File: config.mk
export PLATFORM = sky130hd
export DESIGN_NAME = wvf_store
export DESIGN_NICKNAME = d
export VERILOG_FILES = /design/src/rtl/core/wvf_pkg.sv /design/src/rtl/core/wvf_store.sv
export SDC_FILE = /design/constraint.sdc
export NUM_CORES = 2
export LEC_CHECK = 0
export BUFFER_PORTS_ARGS = -buffer_cell sky130_fd_sc_hd__buf_2
export CAP_MARGIN = 20
export CORE_ASPECT_RATIO = 0.7
export CORE_MARGIN = 2
export CORE_UTILIZATION = 56
export CTS_CLUSTER_SIZE = 24
export DETAILED_ROUTE_END_ITERATION = 10
export PLACE_DENSITY = 0.75
export SYNTH_ARGS = -nofsm -noshare
export SYNTH_HDL_FRONTEND = slang
export SYNTH_SLANG_ARGS = --single-unit
export TNS_END_PERCENT = 1
File: constraint.sdc
create_clock -name clk -period 4.2 [get_ports clk]
set_clock_uncertainty 0.15 [all_clocks]
set_input_delay 0 -clock clk [delete_from_list [all_inputs] [get_ports clk]]
set_output_delay 0 -clock clk [all_outputs]
set_load 0.03 [all_outputs]
File: src/rtl/core/wvf_pkg.sv
// Shared types and constants for the waypoints-to-vehicle-frame block.
// Depends on nothing; every other file in rtl/core imports it.
`default_nettype none

package wvf_pkg;

  localparam int MAX_HORIZON = 32;
  localparam int IDX_W       = $clog2(MAX_HORIZON);
  localparam int CNT_W       = $clog2(MAX_HORIZON + 1);
  localparam int FRAC_SHIFT  = 14;
  localparam int STEP_SHIFT  = 17;   // 2.0 m in Q15.16
  localparam int MIN_POINTS  = 3;
  localparam int CFG_IDX_W   = 3;

  // Configuration register indexes
  localparam logic [CFG_IDX_W-1:0] REG_POSE_X  = 3'd0;
  localparam logic [CFG_IDX_W-1:0] REG_POSE_Y  = 3'd1;
  localparam logic [CFG_IDX_W-1:0] REG_COS_NEG = 3'd2;
  localparam logic [CFG_IDX_W-1:0] REG_SIN_NEG = 3'd3;
  localparam logic [CFG_IDX_W-1:0] REG_HORIZON = 3'd4;

  localparam logic signed [15:0] COS_RESET     = 16'sd16384;
  localparam logic [5:0]         HORIZON_RESET = 6'd10;

  typedef struct packed {
    logic signed [31:0] wp_x;
    logic signed [31:0] wp_y;
    logic               last_waypoint;
  } wvf_in_t;

  typedef struct packed {
    logic signed [31:0] ref_x;
    logic signed [31:0] ref_y;
    logic               last_point;
    logic               straight_fallback;
  } wvf_out_t;

  typedef struct packed {
    logic signed [31:0] pose_x;
    logic signed [31:0] pose_y;
    logic signed [15:0] cos_neg_heading;
    logic signed [15:0] sin_neg_heading;
    logic [5:0]         horizon_len;
  } wvf_cfg_t;

  // Result of the transform pipeline, handed to the commit logic
  typedef struct packed {
    logic               valid;
    logic               last;
    logic signed [31:0] lx;
    logic signed [31:0] ly;
  } wvf_local_t;

  typedef enum logic {
    ST_COLLECT,
    ST_EMIT
  } wvf_state_t;

endpackage

`default_nettype wire

File: src/rtl/core/wvf_store.sv
// Point store: single-port-write, single-port-read synchronous RAM of local points.
// Depends on wvf_pkg for depth and index width.
`default_nettype none

module wvf_store (
  input  wire logic                      clk,
  input  wire logic                      wr_en,
  input  wire logic [wvf_pkg::IDX_W-1:0] wr_addr,
  input  wire logic [63:0]               wr_data,
  input  wire logic                      rd_en,
  input  wire logic [wvf_pkg::IDX_W-1:0] rd_addr,
  output logic [63:0]                    rd_data
);
  import wvf_pkg::*;

  logic [63:0] mem [MAX_HORIZON];

  always_ff @(posedge clk) begin
    if (wr_en) begin
      mem[wr_addr] <= wr_data;
    end
  end

  // Read data holds until the next read
  always_ff @(posedge clk) begin
    if (rd_en) begin
      rd_data <= mem[rd_addr];
    end
  end

endmodule

`default_nettype wire

# After elaboration in Yosys (flattened, before gate mapping)
# Memories as Yosys holds them, arrays and structs flattened. A register that Yosys moved wholly into a read port is not among the register bits.
# Index checks and enable logic that the tools add are counted.
# classes
muxes	2
# ops
cell	count
1-bit two-way mux	2
# word_totals
regBits	0
input_bits	77
ramBits	2048
output_inout_bits	64
word_cells	3
mem_count	1
# mem_list
name	depth	width	read_ports	rd_clocked_by_memory_dff	wr	line	source
mem	32	64	1	1	1	wvf_store.sv:16	logic [63:0] mem [MAX_HORIZON];

# Depth between registers and ports, before layout
# logic_depth
word_depth	2
mapped_depth	9
depth_no_buf	4

# Worst setup path before layout
# No wires, ideal clock.
# synth_path
kind	input port to flip-flop
from	input wr_addr[1] (netlist bit)
to	memory mem[12][0] (enable)
path_buffers	1
path_stages	3
slack_ns	0.228
setup_ns	0.486
required_ns	3.564
arrival_ns	3.336
cell_sequence	or3b_2 > clkbuf_1 > nor2_1
# synth_rtl
item	line	source
start: declaration	wvf_store.sv:8	input wire logic [wvf_pkg::IDX_W-1:0] wr_addr,
end: declaration	wvf_store.sv:16	
# Straight into the memory's write port.

# Final worst setup path
# layout_path
from	input wr_addr[1] (netlist bit)
to	memory mem[20][53] (enable)
# Straight into the memory's write port.

==> results.toml <==
[pwr]
p_switching_mw = 8.83
p_int_mw = 33.4
sw_frac_of_total_pct = 20.9
vdd_drop_max_uv = 413
p_clk_share_pct = 38.9
combPwrFrac_pct = 5.2
power_density_nw_per_um2 = 469
p_leak_nw = 28.0
power_frac_seq_pct = 55.9

[clock_tree]
ctsResizeCount = 0
cts_tree = "built"
cts_buffers = 183
clockRootBuffer = "clkbuf_16"
htreeDepth = 4
cts_num_sinks = 2112
cts_buffer_depth = 3
clk_pin_slew_worst_paths_ns = 0.06
clkLatencyLatePin_ns = 0.83

[drt]
vias = 37392
drt_iter0_markers = 5967
wl_microns = 201000
via_per_inst = 6.81
post-route-drc-count = 0
postRouteAntennaNets = 0
wl_per_cell_microns = 36.6
dr.pass1.iters = 5

[place]
dp_hpwl_microns = 94400
place_congestion = 0.755
placed_area_sq_um = 83500
io_buffers = 140

[logic_synthesis]
ys.flop_type = "edfxtp_1"
synth.largest_area_cell = "edfxtp_1"
async_reset_ff_share_pct = 0
synth_cell_types = 30
synth_area_sq_um = 79600
synth.avg_cell_area_sq_um = 25.7
synthCells = 3097
syn_nets = 3174
yosysWarnings = 0
ys_seq_area_share_pct = 79.7
yosysTopAreaCellShare_pct = 79.7
ys_ff_latch = 2112
synthTopCellsByArea = "edfxtp_1, mux4_2, mux2_2"
synth_edf_count = 2112

[global_route]
track_usage_pct = 28.3
grt_overflow = 0
grt_max_degree = 80
grt_pass1_wl_microns = 286000
grt_pass1_vias = 38431
antenna_found_initial = 4

[sta]
max_freq_mhz = 337
finalHoldViolations = 0
setup_viol = 0
worst_slew_pin_slew_ns = 1.14
fin_crit_sh_pct = 70.7
min_period_ns = 2.97
rsz0062_at_grt = "no"
setup_tns_ns = 0
relSlewSlack_pct = 23.8
whs_ns = 0.0700
slew_violations = 0

[floorplanning]
die_y_microns = 319
die_w_microns = 455
rows = 115
ioPinCount = 141
die_area_sq_um = 145000
core_sq_um = 141000
start_util_pct = 56.6

[critical_path]
crit_chain = "dlygate4sd3_1 -> buf_2 -> or3b_2 -> dlygate4sd3_1 -> nor2_4 -> buf_4"
reg2reg_from = "mem[27][60]$_DFFE_PP_"
required_ns = 4.49
startpoint = "wr_addr[1]"
critPathKind = "in2reg"
startpoint_type = "input port"
rrSetupSlack_ns = 1.59
critPathCaptureType = "register"
crit_arrival_ns = 3.26
path_max_fanout = 26
slowest_delay_ns = 0.71
slowest_stage = "dlygate4sd3_1"
cpMostUsedCell = "dlygate4sd3_1"

[layout]
nNetsFinal = 3538
final_util_pct = 64.0
finish.instance_area_sq_um = 90000
syn2layout_area_growth_pct = 13.1
drive_above_1_share_pct = 33.8

[job]
cap_violations = 0

[outcome]
status = "complete, no violations"

[worst_hold_path]
min_from = "wr_data[16]"
hold_path_class = "in2reg"
## layout make-up
| class | instances | area [sq um] |
|---|---|---|
| diodes | 7 | 17.5 |
| clock buffers | 232 | 4890 |
| clock inverters | 106 | 846 |
| fillers | 8786 | 50700 |
| inverters | 1 | 3.75 |
| multi-input cells | 828 | 15700 |
| flip-flops and latches | 2112 | 63400 |
| well taps | 1872 | 2340 |
| repair buffers | 335 | 2830 |
## power groups by stage
stage / registers, mW / clock network [mW] / logic [mW]
after floorplan: 24.2 / 0 / 1.18
after global placement: 24.1 / 0 / 2.03
after detailed placement: 24.1 / 0 / 2.10
after CTS: 23.6 / 16.6 / 2.20
after global routing: 23.6 / 17.4 / 2.31
final: 23.6 / 16.4 / 2.19
## cells by family (layout without fill, tap and decap cells)
group	after synthesis	count (layout)	synth area share, %
AO/OA/AOI/OAI	50	50	0.462
buffers and inverters	157	674	0.937
flip-flops	2112	2112	79.7
multiplexers	714	714	18.6
other	0	7	0
AND/OR/NAND/NOR	64	64	0.376
## repair_timing
| action | CTS | global route |
|---|---|---|
| endpoints found under the hold margin | 2221 | 0 |
| hold buffers | 79 | 0 |
| buffers inserted | 0 | 0 |
## sequential cells by signal (all words and copies together), names as in the netlist
name / cells
mem: 2048
rd_data: 64
## critical path: cells and delay by family
kind,cells,cell delay [ns]
simple gates,2,1.16
buf+inv,4,2.05
## layer usage
| metal | wire (microns) | share of wire, % | GRT usage (%) | vias to the layer above |
|---|---|---|---|---|
| met3 | 22400 | 11 | 5.54 | 422 |
| li1 | - | - | - | 14293 |
| met2 | 100000 | 50 | 45.5 | 2694 |
| met1 | 72400 | 36 | 39.7 | 19981 |
| met5 | 13 | 0.0065 | 0 | - |
| met4 | 6430 | 3.2 | 9.45 | 2 |
## worst paths after layout
| check | endpoint | depth (start not counted) |
|---|---|---|
| min reg2reg | rd_data[0]$_DFFE_PP_ | 3 |
| max reg2reg | rd_data[60]$_DFFE_PP_ | 4 |
| min | mem[11][16]$_DFFE_PP_ | 2 |
| max | mem[20][53]$_DFFE_PP_ | 6 |
## stage by stage
step / cells / setup slack (ns) / power [mW]
floorplan: 3097 / 0.228 / 25.3
global placement: 5068 / 1.28 / 26.1
detailed placement: 5068 / 1.23 / 26.2
CTS: 5485 / 1.29 / 42.5
global route: 5488 / 1.26 / 43.3
finish: 5493 / 1.23 / 42.3
## synthesized netlist by cell type, types with 4 or more instances
library cell and n:
mux4_2 602, o21ai_0 9, o22ai_1 10, buf_2 65
buf_1 19, nor2b_1 4, clkbuf_1 55, mux2i_1 38
a221oi_1 12, edfxtp_1 2112, nor2_1 41, buf_4 14
nand3b_1 5, mux2_2 74
## cells in the final DEF (no fill, tap or decap), drive strengths merged
cell type    instances
o31a                 3
o211ai               3
o221ai               3
edfxtp            2112
o21ai                9
mux2i               38
mux2                74
bufinv              12
a221oi              12
a22o                 1
mux4               602
o2bb2ai              3
nand2b               2
a22oi                3
o22ai               10
nand3b               5
dlygate4sd3         79
inv                  8
a211oi               3
diode                7
clkbuf             232
and2                 4
clkinv              82
or3                  1
nand2                3
nand3                2
or3b                 2
clkinvlp             5
nor2b                4
nor2                41
buf                256
Note: power is estimated with default switching activity, not from simulation.
